<file path="config.mk">
export PLATFORM = sky130hd
export DESIGN_NAME = accel_tilt_shake_roll_detector
export DESIGN_NICKNAME = d
export VERILOG_FILES = /design/src/hdl/atsr_pkg.sv /design/src/hdl/accel_tilt_shake_roll_detector.sv /design/src/hdl/atsr_div.sv /design/src/hdl/atsr_pattern.sv
export SDC_FILE = /design/constraint.sdc
export NUM_CORES = 1
export LEC_CHECK = 0
export BUFFER_PORTS_ARGS = -buffer_cell sky130_fd_sc_hd__buf_4
export CAP_MARGIN = 25
export CORE_UTILIZATION = 50
export CTS_BUF_LIST = sky130_fd_sc_hd__clkbuf_8
export DETAILED_ROUTE_END_ITERATION = 8
export PLACE_DENSITY_LB_ADDON = 0.15
export SETUP_SLACK_MARGIN = 0.15
export SLEW_MARGIN = 20
export SYNTH_ARGS = -nofsm -noshare
export SYNTH_HDL_FRONTEND = slang
export SYNTH_SLANG_ARGS = --single-unit
</file>
<file path="constraint.sdc">
create_clock -name clk_i -period 7.5 [get_ports clk_i]
set_clock_uncertainty 0.05 [all_clocks]
set_input_delay 1.875 -clock clk_i [delete_from_list [all_inputs] [get_ports clk_i]]
set_output_delay 1.875 -clock clk_i [all_outputs]
set_load 0.01 [all_outputs]
</file>
<file path="src/hdl/atsr_pkg.sv">
// shared types and constants of the accelerometer tilt, shake and roll detector
// used by atsr_div, atsr_pattern and the top level; no dependencies
`default_nettype none

package atsr_pkg;

  localparam int SampleBitsDef   = 10;
  localparam int PatternDepthDef = 8;

  // configuration port
  localparam int CfgIdxW = 4;
  localparam logic [CfgIdxW-1:0] CfgXMin      = 4'd0;
  localparam logic [CfgIdxW-1:0] CfgXMax      = 4'd1;
  localparam logic [CfgIdxW-1:0] CfgYMin      = 4'd2;
  localparam logic [CfgIdxW-1:0] CfgYMax      = 4'd3;
  localparam logic [CfgIdxW-1:0] CfgZMin      = 4'd4;
  localparam logic [CfgIdxW-1:0] CfgZMax      = 4'd5;
  localparam logic [CfgIdxW-1:0] CfgShakeLow  = 4'd6;
  localparam logic [CfgIdxW-1:0] CfgShakeHigh = 4'd7;

  // item fields
  localparam int AxisW  = 2;
  localparam int TimeW  = 32;
  localparam int TiltW  = 8;
  localparam int CodeW  = 2;
  localparam int NumAxes = 3;
  localparam logic [AxisW-1:0] AxisX    = 2'd0;
  localparam logic [AxisW-1:0] AxisY    = 2'd1;
  localparam logic [AxisW-1:0] AxisZ    = 2'd2;
  localparam logic [AxisW-1:0] AxisNone = 2'd3;
  localparam logic OpSample = 1'b0;
  localparam logic OpClear  = 1'b1;

  // tilt scaling: quotient of (v - min) * 250 / span never exceeds 250 while span is nonzero
  localparam int QuoW       = 8;
  localparam int TiltScale  = 250;
  localparam int TiltOffset = 127;
  localparam int TiltFire   = 96;
  localparam int TiltLevel  = 32;

  // moving average: x / 10 as x * 6554 >> 16, exact for x below 16384
  localparam int AvgRecip = 6554;
  localparam int AvgShift = 16;

  localparam int RollGapMs      = 2000;
  localparam int ShakeHoldMs    = 500;
  localparam int RollReadyMin   = 4;
  localparam int RollCodesShown = 8;
  localparam int RollCodesW     = 16;
  localparam int RollCountW     = 4;

  typedef enum logic [1:0] {
    TILT_LEVEL = 2'd0,
    TILT_POS   = 2'd1,
    TILT_NEG   = 2'd2
  } tilt_state_e;

  typedef enum logic [2:0] {
    ST_IDLE,
    ST_CLAMP,
    ST_START,
    ST_DIV,
    ST_HYST,
    ST_AVG,
    ST_EMIT
  } ctrl_state_e;

  typedef struct packed {
    logic             clear;
    logic             push;
    logic [CodeW-1:0] code;
  } pat_cmd_t;

endpackage

`default_nettype wire

</file>
<file path="src/hdl/accel_tilt_shake_roll_detector.sv">
// Accelerometer tilt, shake and roll detector.
// Input channel (in_valid_i / in_stall_o): one beat carries op, axis, raw sample and a
// millisecond timestamp. An op-sample beat on axes x, y or z gives exactly one output beat
// (out_valid_o / out_stall_i) with scaled tilt, moving average, tilt and shake events and
// the roll pattern after this sample. A clear beat empties the pattern store and gives no
// output; a beat on axis code 3 is dropped.
// Steps: a sample runs clamp, start, 8 divider steps, the done flag, hysteresis, average
// and emit, and the output beat is loaded in the emit step. With the 8-step bit-serial
// divider in this chain, a new sample is accepted only after the last one leaves emit.
// in_stall_o is high while a sample is in work. A finished beat waits in the output
// register, and the next sample is accepted meanwhile; if the receiver still stalls when
// that sample finishes, it waits in the emit step.
// Configuration (cfg_valid_i / cfg_ready_o) is always ready and must only be written while
// the block is idle; indexes above 7 are ignored.
// Reset clears calibration to the full window, shake limits to the full range, averages
// and tilt states to level, the pattern store and both timestamps to zero.
`default_nettype none

module accel_tilt_shake_roll_detector #(
  parameter int SampleBits   = atsr_pkg::SampleBitsDef,
  parameter int PatternDepth = atsr_pkg::PatternDepthDef
) (
  input  wire logic                               clk_i,
  input  wire logic                               rst_ni,
  // configuration
  input  wire logic                               cfg_valid_i,
  output logic                                    cfg_ready_o,
  input  wire logic [atsr_pkg::CfgIdxW-1:0]       cfg_index_i,
  input  wire logic [SampleBits-1:0]              cfg_data_i,
  // input items
  input  wire logic                               in_valid_i,
  output logic                                    in_stall_o,
  input  wire logic                               op_i,
  input  wire logic [atsr_pkg::AxisW-1:0]         axis_i,
  input  wire logic [SampleBits-1:0]              raw_sample_i,
  input  wire logic [atsr_pkg::TimeW-1:0]         now_ms_i,
  // results
  output logic                                    out_valid_o,
  input  wire logic                               out_stall_i,
  output logic [atsr_pkg::AxisW-1:0]              axis_out_o,
  output logic signed [atsr_pkg::TiltW-1:0]       scaled_tilt_o,
  output logic signed [atsr_pkg::TiltW-1:0]       averaged_tilt_o,
  output logic                                    tilt_event_o,
  output logic                                    tilt_positive_o,
  output logic                                    shake_event_o,
  output logic                                    roll_ready_o,
  output logic [atsr_pkg::RollCodesW-1:0]         roll_codes_o,
  output logic [atsr_pkg::RollCountW-1:0]         roll_count_o
);

  localparam int AxisW  = atsr_pkg::AxisW;
  localparam int TimeW  = atsr_pkg::TimeW;
  localparam int TiltW  = atsr_pkg::TiltW;
  localparam int QuoW   = atsr_pkg::QuoW;
  localparam int NAx    = atsr_pkg::NumAxes;
  localparam int CntW   = $clog2(PatternDepth + 1);
  localparam int SumW   = 12;
  localparam int SMagW  = 11;
  localparam int ProdW  = 24;
  localparam int MagW   = 7;

  // ---------------- configuration registers ----------------
  logic [SampleBits-1:0] cal_min_q [NAx];
  logic [SampleBits-1:0] cal_max_q [NAx];
  logic [SampleBits-1:0] shake_low_q, shake_high_q;

  assign cfg_ready_o = 1'b1;

  always_ff @(posedge clk_i or negedge rst_ni) begin
    if (!rst_ni) begin
      for (int i = 0; i < NAx; i++) begin
        cal_min_q[i] <= '0;
        cal_max_q[i] <= '1;
      end
      shake_low_q  <= '0;
      shake_high_q <= '1;
    end else if (cfg_valid_i && cfg_ready_o) begin
      unique case (cfg_index_i)
        atsr_pkg::CfgXMin:      cal_min_q[0] <= cfg_data_i;
        atsr_pkg::CfgXMax:      cal_max_q[0] <= cfg_data_i;
        atsr_pkg::CfgYMin:      cal_min_q[1] <= cfg_data_i;
        atsr_pkg::CfgYMax:      cal_max_q[1] <= cfg_data_i;
        atsr_pkg::CfgZMin:      cal_min_q[2] <= cfg_data_i;
        atsr_pkg::CfgZMax:      cal_max_q[2] <= cfg_data_i;
        atsr_pkg::CfgShakeLow:  shake_low_q  <= cfg_data_i;
        atsr_pkg::CfgShakeHigh: shake_high_q <= cfg_data_i;
        default: ;
      endcase
    end
  end

  // ---------------- control ----------------
  atsr_pkg::ctrl_state_e state_q, state_d;
  atsr_pkg::pat_cmd_t    pat_cmd;

  logic in_beat;
  logic take_sample;
  logic div_start;
  logic div_done;
  logic emit_load;

  logic                  out_valid_q;
  logic [QuoW-1:0]       div_quo;
  logic [atsr_pkg::RollCodesW-1:0] pat_codes;
  logic [CntW-1:0]       pat_count;

  // captured item
  logic [AxisW-1:0]      axis_q;
  logic [SampleBits-1:0] raw_q;
  logic [TimeW-1:0]      now_q;

  // work registers
  logic [SampleBits-1:0] diff_q, span_q;
  logic                  flat_q;
  logic signed [TiltW-1:0] tilt_q;
  logic                  sneg_q;
  logic [SMagW-1:0]      smag_q;
  logic                  tev_q, tpos_q, relevel_q, gap_q, sev_q;
  logic signed [TiltW-1:0] avg_new_q;

  // per-axis and timing state
  atsr_pkg::tilt_state_e tilt_status_q [NAx];
  logic signed [TiltW-1:0] axis_average_q [NAx];
  logic [TimeW-1:0]      last_roll_q, last_shake_q;

  assign in_beat = in_valid_i && !in_stall_o;

  always_comb begin
    state_d     = state_q;
    in_stall_o  = 1'b1;
    take_sample = 1'b0;
    div_start   = 1'b0;
    emit_load   = 1'b0;
    pat_cmd     = '0;
    pat_cmd.code = axis_q + AxisW'(1);
    unique case (state_q)
      atsr_pkg::ST_IDLE: begin
        in_stall_o = 1'b0;
        if (in_valid_i) begin
          if (op_i == atsr_pkg::OpClear) begin
            pat_cmd.clear = 1'b1;
          end else if (axis_i != atsr_pkg::AxisNone) begin
            take_sample = 1'b1;
            state_d     = atsr_pkg::ST_CLAMP;
          end
        end
      end
      atsr_pkg::ST_CLAMP: state_d = atsr_pkg::ST_START;
      atsr_pkg::ST_START: begin
        div_start = 1'b1;
        state_d   = atsr_pkg::ST_DIV;
      end
      atsr_pkg::ST_DIV: begin
        if (div_done) begin
          state_d = atsr_pkg::ST_HYST;
        end
      end
      atsr_pkg::ST_HYST: state_d = atsr_pkg::ST_AVG;
      atsr_pkg::ST_AVG: begin
        // a tilt event after a long quiet gap starts a fresh pattern
        pat_cmd.push  = tev_q;
        pat_cmd.clear = tev_q && gap_q;
        state_d       = atsr_pkg::ST_EMIT;
      end
      atsr_pkg::ST_EMIT: begin
        if (!out_valid_q || !out_stall_i) begin
          emit_load = 1'b1;
          state_d   = atsr_pkg::ST_IDLE;
        end
      end
      default: state_d = atsr_pkg::ST_IDLE;
    endcase
  end

  always_ff @(posedge clk_i or negedge rst_ni) begin
    if (!rst_ni) begin
      state_q <= atsr_pkg::ST_IDLE;
    end else begin
      state_q <= state_d;
    end
  end

  // ---------------- clamp ----------------
  logic [SampleBits-1:0] lo, hi, clamped;
  always_comb begin
    lo = cal_min_q[axis_q];
    hi = cal_max_q[axis_q];
    if (raw_q > hi) begin
      clamped = hi;
    end else if (raw_q < lo) begin
      clamped = lo;
    end else begin
      clamped = raw_q;
    end
  end

  always_ff @(posedge clk_i) begin
    if (take_sample) begin
      axis_q <= axis_i;
      raw_q  <= raw_sample_i;
      now_q  <= now_ms_i;
    end
    if (state_q == atsr_pkg::ST_CLAMP) begin
      flat_q <= hi <= lo;
      diff_q <= clamped - lo;
      span_q <= hi - lo;
    end
  end

  atsr_div #(
    .SampleBits(SampleBits)
  ) u_div (
    .clk_i  (clk_i),
    .rst_ni (rst_ni),
    .start_i(div_start),
    .diff_i (diff_q),
    .span_i (span_q),
    .done_o (div_done),
    .quo_o  (div_quo)
  );

  // ---------------- hysteresis, average sum, time windows ----------------
  logic signed [TiltW:0]    tilt_wide;
  logic signed [TiltW-1:0]  tilt;
  logic [MagW-1:0]          tmag;
  logic signed [SumW-1:0]   avg_x, tilt_x, sum;
  logic [SMagW-1:0]         smag;
  atsr_pkg::tilt_state_e    stat_cur;
  logic                     tev_d, relevel_d, gap_d, sev_d;
  logic [TimeW-1:0]         roll_dt, shake_dt;

  always_comb begin
    tilt_wide = $signed({1'b0, div_quo}) - $signed((TiltW + 1)'(atsr_pkg::TiltOffset));
    tilt      = flat_q ? TiltW'(-atsr_pkg::TiltOffset) : tilt_wide[TiltW-1:0];
    tmag      = tilt[TiltW-1] ? MagW'(-tilt) : MagW'(tilt);
    stat_cur  = tilt_status_q[axis_q];
    avg_x     = SumW'(axis_average_q[axis_q]);
    tilt_x    = SumW'(tilt);
    sum       = (avg_x <<< 3) + avg_x + tilt_x;
    smag      = sum[SumW-1] ? SMagW'(-sum) : SMagW'(sum);
    tev_d     = (tmag > MagW'(atsr_pkg::TiltFire)) && (stat_cur == atsr_pkg::TILT_LEVEL);
    relevel_d = (tmag < MagW'(atsr_pkg::TiltLevel)) && (stat_cur != atsr_pkg::TILT_LEVEL);
    roll_dt   = now_q - last_roll_q;
    shake_dt  = now_q - last_shake_q;
    gap_d     = roll_dt > TimeW'(atsr_pkg::RollGapMs);
    sev_d     = (shake_dt >= TimeW'(atsr_pkg::ShakeHoldMs))
                && ((raw_q < shake_low_q) || (raw_q > shake_high_q));
  end

  always_ff @(posedge clk_i) begin
    if (state_q == atsr_pkg::ST_HYST) begin
      tilt_q    <= tilt;
      sneg_q    <= sum[SumW-1];
      smag_q    <= smag;
      tev_q     <= tev_d;
      tpos_q    <= tev_d && !tilt[TiltW-1];
      relevel_q <= relevel_d;
      gap_q     <= gap_d;
      sev_q     <= sev_d;
    end
  end

  // ---------------- average divide by ten and state update ----------------
  logic [ProdW-1:0]       prod;
  logic [MagW-1:0]        qmag;
  logic signed [TiltW-1:0] avg_new;

  always_comb begin
    prod    = ProdW'(smag_q) * ProdW'(atsr_pkg::AvgRecip);
    qmag    = prod[atsr_pkg::AvgShift +: MagW];
    avg_new = sneg_q ? -$signed({1'b0, qmag}) : $signed({1'b0, qmag});
  end

  always_ff @(posedge clk_i or negedge rst_ni) begin
    if (!rst_ni) begin
      for (int i = 0; i < NAx; i++) begin
        tilt_status_q[i]  <= atsr_pkg::TILT_LEVEL;
        axis_average_q[i] <= '0;
      end
      last_roll_q  <= '0;
      last_shake_q <= '0;
    end else if (state_q == atsr_pkg::ST_AVG) begin
      axis_average_q[axis_q] <= avg_new;
      if (tev_q) begin
        tilt_status_q[axis_q] <= tpos_q ? atsr_pkg::TILT_POS : atsr_pkg::TILT_NEG;
        last_roll_q           <= now_q;
      end else if (relevel_q) begin
        tilt_status_q[axis_q] <= atsr_pkg::TILT_LEVEL;
      end
      if (sev_q) begin
        last_shake_q <= now_q;
      end
    end
  end

  always_ff @(posedge clk_i) begin
    if (state_q == atsr_pkg::ST_AVG) begin
      avg_new_q <= avg_new;
    end
  end

  atsr_pattern #(
    .PatternDepth(PatternDepth)
  ) u_pattern (
    .clk_i  (clk_i),
    .rst_ni (rst_ni),
    .cmd_i  (pat_cmd),
    .codes_o(pat_codes),
    .count_o(pat_count)
  );

  // ---------------- output register ----------------
  always_ff @(posedge clk_i or negedge rst_ni) begin
    if (!rst_ni) begin
      out_valid_q <= 1'b0;
    end else if (emit_load) begin
      out_valid_q <= 1'b1;
    end else if (!out_stall_i) begin
      out_valid_q <= 1'b0;
    end
  end

  always_ff @(posedge clk_i) begin
    if (emit_load) begin
      axis_out_o      <= axis_q;
      scaled_tilt_o   <= tilt_q;
      averaged_tilt_o <= avg_new_q;
      tilt_event_o    <= tev_q;
      tilt_positive_o <= tpos_q;
      shake_event_o   <= sev_q;
      roll_ready_o    <= tev_q && (pat_count > CntW'(atsr_pkg::RollReadyMin));
      roll_codes_o    <= pat_codes;
      roll_count_o    <= atsr_pkg::RollCountW'(pat_count);
    end
  end

  assign out_valid_o = out_valid_q;

`ifndef SYNTH
  a_sample_busy: assert property (@(posedge clk_i) disable iff (!rst_ni)
    (in_beat && op_i == atsr_pkg::OpSample && axis_i != atsr_pkg::AxisNone) |=> in_stall_o)
    else $error("sample beat accepted without going busy");

  a_div_in_wait: assert property (@(posedge clk_i) disable iff (!rst_ni)
    div_done |-> state_q == atsr_pkg::ST_DIV)
    else $error("divider finished outside its wait step");

  a_ready_needs_tilt: assert property (@(posedge clk_i) disable iff (!rst_ni)
    (out_valid_o && (roll_ready_o || tilt_positive_o)) |-> tilt_event_o)
    else $error("roll ready or tilt direction without a tilt event");

  a_tilt_range: assert property (@(posedge clk_i) disable iff (!rst_ni)
    out_valid_o |-> scaled_tilt_o != TiltW'(8'h80) && averaged_tilt_o != TiltW'(8'h80))
    else $error("tilt value out of range");
`endif

endmodule

`default_nettype wire

</file>
<file path="src/hdl/atsr_div.sv">
// bit-serial restoring divider: (diff * 250) / span, one quotient bit per cycle
// uses atsr_pkg for the quotient width and the scale factor
`default_nettype none

module atsr_div #(
  parameter int SampleBits = atsr_pkg::SampleBitsDef
) (
  input  wire logic                        clk_i,
  input  wire logic                        rst_ni,
  input  wire logic                        start_i,
  input  wire logic [SampleBits-1:0]       diff_i,
  input  wire logic [SampleBits-1:0]       span_i,
  output logic                             done_o,
  output logic [atsr_pkg::QuoW-1:0]        quo_o
);

  localparam int QuoW = atsr_pkg::QuoW;
  localparam int RemW = SampleBits + QuoW;
  localparam int CntW = $clog2(QuoW);

  logic [RemW-1:0] rem_q, rem_d;
  logic [RemW-1:0] dvs_q, dvs_d;
  logic [QuoW-1:0] quo_q, quo_d;
  logic [CntW-1:0] cnt_q, cnt_d;
  logic            busy_q, busy_d;
  logic            done_q, done_d;
  logic            fits;

  always_comb begin
    rem_d  = rem_q;
    dvs_d  = dvs_q;
    quo_d  = quo_q;
    cnt_d  = cnt_q;
    busy_d = busy_q;
    done_d = 1'b0;
    fits   = rem_q >= dvs_q;
    if (start_i) begin
      rem_d  = RemW'(diff_i) * RemW'(atsr_pkg::TiltScale);
      // divisor lined up with the top quotient bit
      dvs_d  = RemW'(span_i) << (QuoW - 1);
      cnt_d  = '0;
      busy_d = 1'b1;
    end else if (busy_q) begin
      if (fits) begin
        rem_d = rem_q - dvs_q;
      end
      quo_d = {quo_q[QuoW-2:0], fits};
      dvs_d = dvs_q >> 1;
      cnt_d = cnt_q + CntW'(1);
      if (cnt_q == CntW'(QuoW - 1)) begin
        busy_d = 1'b0;
        done_d = 1'b1;
      end
    end
  end

  always_ff @(posedge clk_i or negedge rst_ni) begin
    if (!rst_ni) begin
      busy_q <= 1'b0;
      done_q <= 1'b0;
      cnt_q  <= '0;
    end else begin
      busy_q <= busy_d;
      done_q <= done_d;
      cnt_q  <= cnt_d;
    end
  end

  always_ff @(posedge clk_i) begin
    rem_q <= rem_d;
    dvs_q <= dvs_d;
    quo_q <= quo_d;
  end

  assign done_o = done_q;
  assign quo_o  = quo_q;

endmodule

`default_nettype wire

</file>
<file path="src/hdl/atsr_pattern.sv">
// roll pattern store: a shift line of axis codes, newest at entry 0, with a fill count
// uses atsr_pkg for the command struct and the output widths
`default_nettype none

module atsr_pattern #(
  parameter int PatternDepth = atsr_pkg::PatternDepthDef
) (
  input  wire logic                              clk_i,
  input  wire logic                              rst_ni,
  input  wire atsr_pkg::pat_cmd_t                cmd_i,
  output logic [atsr_pkg::RollCodesW-1:0]        codes_o,
  output logic [$clog2(PatternDepth+1)-1:0]      count_o
);

  localparam int CodeW = atsr_pkg::CodeW;
  localparam int CntW  = $clog2(PatternDepth + 1);

  logic [CodeW-1:0] store_q [PatternDepth];
  logic [CodeW-1:0] store_d [PatternDepth];
  logic [CntW-1:0]  count_q, count_d;

  always_comb begin
    store_d = store_q;
    count_d = count_q;
    if (cmd_i.push) begin
      store_d[0] = cmd_i.code;
      for (int i = 1; i < PatternDepth; i++) begin
        store_d[i] = cmd_i.clear ? '0 : store_q[i-1];
      end
      if (cmd_i.clear) begin
        count_d = CntW'(1);
      end else if (count_q < CntW'(PatternDepth)) begin
        count_d = count_q + CntW'(1);
      end
    end else if (cmd_i.clear) begin
      for (int i = 0; i < PatternDepth; i++) begin
        store_d[i] = '0;
      end
      count_d = '0;
    end
  end

  always_ff @(posedge clk_i or negedge rst_ni) begin
    if (!rst_ni) begin
      for (int i = 0; i < PatternDepth; i++) begin
        store_q[i] <= '0;
      end
      count_q <= '0;
    end else begin
      store_q <= store_d;
      count_q <= count_d;
    end
  end

  for (genvar g = 0; g < atsr_pkg::RollCodesShown; g++) begin : g_codes
    if (g < PatternDepth) begin : g_held
      assign codes_o[g*CodeW +: CodeW] = store_q[g];
    end else begin : g_none
      assign codes_o[g*CodeW +: CodeW] = '0;
    end
  end

  assign count_o = count_q;

endmodule

`default_nettype wire
</file>
# Word-level counts from Yosys, hierarchy flattened
# Index checks and enable logic that the tools add are counted.
[totals] output_inout_bits=45 input_bits=64 wordCells=224 register_bits=386
[classes] multipliers=2 eq_ne=21 muxes=73 order_cmp=14 bitwise_logic=4 add_sub_neg=14 reduce_logical=37
[op_table] operator="32-bit subtractor" count=2
[op_table] operator="10-bit 2-to-1 mux" count=6
[op_table] operator="18-bit 2-to-1 mux" count=3
[op_table] operator="10-bit binary-select mux with 2-bit select" count=2
[op_table] operator="8-bit 2-to-1 mux" count=5
[op_table] operator="17-bit 2-to-1 mux" count=2
[op_table] operator="32-bit by 9-bit >= comparator with 1-bit output (second input constant)" count=1
[op_table] operator="32-bit by 11-bit > comparator with 1-bit output (second input constant)" count=1
[op_table] operator="16-bit 2-to-1 mux" count=2
[op_table] operator="2-bit AND reduction" count=15
[op_table] operator="24-bit bitwise mux" count=1
[op_table] operator="11-bit by 12-bit multiplier with 22-bit output (second input constant)" count=1
[op_table] operator="2-bit 2-to-1 mux" count=11
[op_table] operator="3-bit 2-to-1 mux" count=7
[op_table] operator="3-bit case mux with 7 select lines" count=1
[op_table] operator="10-bit > comparator" count=2
[op_table] operator="10-bit < comparator" count=2
[op_table] operator="10-bit subtractor" count=2
[op_table] operator="1-bit 2-to-1 mux" count=19
[op_table] operator="18-bit by 17-bit >= comparator with 1-bit output" count=1
[op_table] operator="18-bit by 17-bit subtractor with 18-bit output" count=1
[op_table] operator="10-bit by 7-bit multiplier with 17-bit output (second input constant)" count=1
[op_table] operator="8-bit binary-select mux with 2-bit select" count=1
[op_table] operator="8-bit demux with 2-bit select" count=1
[op_table] operator="44 further kinds" count=75

# Longest topological paths before layout
[logic_depth] depth_word=9 mapped_depth=27 mapped_depth_nobuf=27

# Cells and area by module
# Synthesis repeated with hierarchy kept, for this count alone.
[hier_totals] hier_cells=2563 hier_area_um2=26066.2
[modules_own_cells] module="accel_tilt_shake_roll_detector" area_per_inst_um2=20532.2 cells_each=2009 seq_area_each_um2=8708.4 instances=1
[modules_own_cells] module="atsr_div" area_per_inst_um2=4697.0 cells_each=486 seq_area_each_um2=1336.3 instances=1
[modules_own_cells] module="atsr_pattern" area_per_inst_um2=837.1 cells_each=68 seq_area_each_um2=500.5 instances=1

# Worst setup path before layout
# No wires, ideal clock.
[synth_path] path_kind="register to register" start="register smag_q[2]" end="register avg_new_q[7], data pin" setup_ns=0.263 arrival_ns=5.370 path_slack_ns=1.817 n_path_buf=0 period_less_slack_ns=5.683 path_stages_with_launch=20 t_required_ns=7.187 cell_sequence="edfxtp_1 ha_1 ha_1 inv_1 fa_1 inv_1 fa_1 inv_1 fa_1 inv_1 ha_1 a211o_1 a21oi_1 o21ai_0 o41ai_1 o21bai_1 xor2_1 or4b_1 o21ai_0 inv_1"
[synth_between] elab_chain_len=3
[synth_lines] element="start: declaration" line_no="accel_tilt_shake_roll_detector.sv:117" rtl="logic [SMagW-1:0] smag_q;"
[synth_lines] element="start signal: assignment" line_no="accel_tilt_shake_roll_detector.sv:254" rtl="smag_q <= smag;"
[synth_lines] element="11-bit by 12-bit multiplier with 22-bit output" line_no="accel_tilt_shake_roll_detector.sv:269" rtl="prod = ProdW'(smag_q) * ProdW'(atsr_pkg::AvgRecip);"
[synth_lines] element="7-bit negator with 8-bit output" line_no="accel_tilt_shake_roll_detector.sv:271" rtl="avg_new = sneg_q ? -$signed({1'b0, qmag}) : $signed({1'b0, qmag});"
[synth_lines] element="8-bit 2-to-1 mux" line_no="accel_tilt_shake_roll_detector.sv:271"
[synth_lines] element="named net avg_new[7]" line_no="accel_tilt_shake_roll_detector.sv:266" rtl="logic signed [TiltW-1:0] avg_new;"
[synth_lines] element="end signal: assignment" line_no="accel_tilt_shake_roll_detector.sv:298" rtl="avg_new_q <= avg_new;"
[synth_lines] element="end: declaration" line_no="accel_tilt_shake_roll_detector.sv:119" rtl="logic signed [TiltW-1:0] avg_new_q;"
# The timed path passes the listed nets, and every way through them passes these cells.
# A chain may end at the register's enable or synchronous reset.

# Worst setup path in the final report
# Ends and elaborated chain as after synthesis.

==> flow_metrics.py <==
metrics = {
    "sta": {
        "rsz0062_at_grt": "false",
        "period_needed_ns": 6.33,
        "slew_viol_final": 0,
        "tightest_slew_ns": 0.985,
        "hold_viol_final": 0,
        "finalSetupViolCount": 0,
        "setup_ws_ns": 1.17,
        "tns_ns": 0,
        "max_slew_margin_pct": 34.0,
        "max_freq_ghz": 0.158,
        "fin_crit_sh_pct": 84.4,
    },
    "final_layout": {
        "seq_area_mm2": 0.0105,
        "syn_to_final_growth_pct": 11.5,
        "layout-drive-gt1-share_pct": 14.0,
        "layout.nets": 3018,
        "fillers": 4352,
        "fin_cells": 3348,
        "multi_input_area_mm2": 0.0136,
    },
    "pwr": {
        "power.total_w": 0.0109,
        "ir_drop_uv": 471,
        "powerDensity_mw_per_mm2": 386,
        "leakagePower_nw": 12.7,
    },
    "critical_path": {
        "cp_data_required_time_ns": 7.83,
        "path_class": "reg -> reg",
        "worst_setup_path_start_kind": "flop",
        "cp-end-kind": "flop",
        "arrival_ns": 6.66,
        "critPathMaxFanout": 5,
    },
    "synth": {
        "synth_top_area_share_pct": 20.7,
        "synth_cells": 2489,
        "synth_top_cell_by_area": "edfxtp_1",
        "ys_top_cells_by_count": "inv_1, ha_1, nand2_1, o21ai_0, edfxtp_1",
        "yosys_warnings": 0,
        "ys_ff_latch": 386,
        "synthArstFlopShare_pct": 52.6,
        "ys.flop_type": "edfxtp_1",
        "syn_area_mm2": 0.0254,
        "yosys-top-cells-area": "edfxtp_1, dfrtp_1, ha_1",
        "yosysUniqueCellTypes": 79,
        "yosysMostFrequentCell": "inv_1",
        "ys_seq_area_share_pct": 41.5,
        "synth_edf_count": 175,
        "syn_area_per_cell_um2": 10.2,
        "synthesis.nets": 2891,
    },
    "global_route": {
        "grt_pass1_wl_um": 92000,
        "grt.busiest_layer": "met2",
        "antenna_found_initial": 2,
        "track_usage_pct": 22.4,
        "grt_use_met2_pct": 35.8,
        "overflow": 0,
        "grt_max_degree": 103,
        "first_global_vias": 18000,
        "use_met3_pct": 3.32,
        "grtUsageMet1_pct": 31.4,
    },
    "clock_tree": {
        "cts_max_path_buffers": 3,
        "numClockSinks": 386,
        "cts_resized": 0,
        "cts_buffers": 71,
        "cts_max_level": 3,
        "cts_setup_buffers": 0,
        "postCtsHoldBufs": 0,
        "clk_pin_slew_ns": 0.05,
        "cts_tree": "yes",
        "clock-root-buffer": "clkbuf_8",
        "clk_latency_ns": 0.66,
    },
    "die": {
        "rows": 82,
        "die_y_um": 227,
        "die_area_mm2": 0.0517,
        "pin_count": 109,
        "fp.dieW_um": 227,
        "start_util_pct": 50.7,
        "core_mm2": 0.0502,
    },
    "drt": {
        "wirelength_um": 56500,
        "drtIter0Drc": 1182,
        "vias_per_cell": 5.48,
        "dr.pass1.iters": 6,
        "ant_nets": 0,
        "vias": 18400,
        "drc": 0,
        "wl_per_cell_um": 16.9,
    },
    "status": {
        "run_status": "completed",
    },
    "placed_design": {
        "dpl.cell_count": 3213,
        "place_hpwl_um": 41800,
        "gp_congestion": 0.879,
        "post-place-ws_ns": 1.18,
        "portBuffers": 107,
    },
    "hold_path": {
        "min_path_type": "reg -> reg",
    },
    "run": {
        "max_cap_viol_count": 0,
    },
}
[per-layer routing]
metal  routed length (um)  vias up
li1                     -     9038
met3                 2410       90
met2                26200      374
met1                26800     8857
met4                 1090        2
met5                   13        -
[report_power, final]
part           switching (W)  total, W  internal (W)
clock network       0.000886   0.00187      0.000987
registers           0.000293   0.00320       0.00291
logic                0.00326   0.00585       0.00259
[stage by stage]
stage	area, um^2	util [%]	hold WS (ns)
detailed placement	27000	53.8	0.355
global placement	27000	53.8	0.352
floorplan	25400	-	0.350
global route	28300	56.5	0.372
CTS	28300	56.4	0.363
finish	28300	56.5	0.362
[flip-flops by register name, indices dropped and copies added, names as in the netlist, 10 cells and up]
name / cells
cal_max_q: 30
span_q: 10
cal_min_q: 30
u_pattern.codes_o: 16
roll_codes_o: 16
raw_q: 10
shake_low_q: 10
smag_q: 11
last_shake_q: 32
now_q: 32
last_roll_q: 32
diff_q: 10
axis_average_q: 24
u_div.dvs_q: 17
u_div.rem_q: 18
shake_high_q: 10
[worst max-delay path: stages, from the launching register on]
cell      delay [ns]
edfxtp_1        0.51
ha_1            0.38
ha_1            0.28
inv_1           0.07
fa_1            0.54
inv_1           0.06
fa_1            0.53
inv_1           0.05
fa_1            0.49
inv_1           0.04
ha_1            0.29
a211o_1         0.29
a21oi_1         0.17
o21ai_0         0.22
o41ai_1         0.75
o21bai_1        0.18
xor2_1          0.20
or4b_1          0.53
o21ai_0         0.35
inv_1           0.07
[final cells by class]
cell class	instances	area share [%]
antenna	2	0.0177
clock buffer	77	3.74
clock inverter	54	0.967
inverter	285	3.77
multi-input combinational	1743	47.8
sequential	386	37.2
tap	672	2.97
timing repair buffer	129	3.52
[path summary, 6_finish.rpt]
path                                start           endpoint  slack, ns  depth (start not counted)
worst max-delay path            smag_q[2]       avg_new_q[7]       1.17                         19
worst min-delay path            tilt_q[2]   scaled_tilt_o[2]       0.36                          0
worst max register to register  smag_q[2]       avg_new_q[7]       1.17                         19
worst min register to register  tilt_q[2]   scaled_tilt_o[2]       0.36                          0
max in group asynchronous          rst_ni  axis_average_q[5]       4.85                          3
min in group asynchronous          rst_ni      cal_min_q[11]       1.26                          1
[kinds of logic after synthesis]
logic type | count (synthesis) | share of synthesized area [%]
DFF | 386 | 41.5
AOI/OAI and AO/OA | 578 | 14.1
adders and majority gates | 338 | 18.8
xor gates and xnor gates | 101 | 3.48
other | 1 | 0.0148
and+or+nand+nor | 577 | 10.5
buffers and inverters | 360 | 5.33
muxes | 148 | 6.29
[cell usage in the layout (no fill, tap or decap), types with 31 or more instances in the layout]
cell and n:
fa_1 74, mux2_2 94, dfstp_2 40, nor2_1 139, xnor2_1 63, a21oi_1 149
edfxtp_1 175, inv_1 316, xor2_1 38, buf_4 126, clkbuf_8 78, ha_1 264
mux2i_1 54, nand2_1 232, dfrtp_1 163, nand3_1 31, o21ai_0 193, a21o_1 44
No activity file was read; power rests on OpenSTA's default activity.
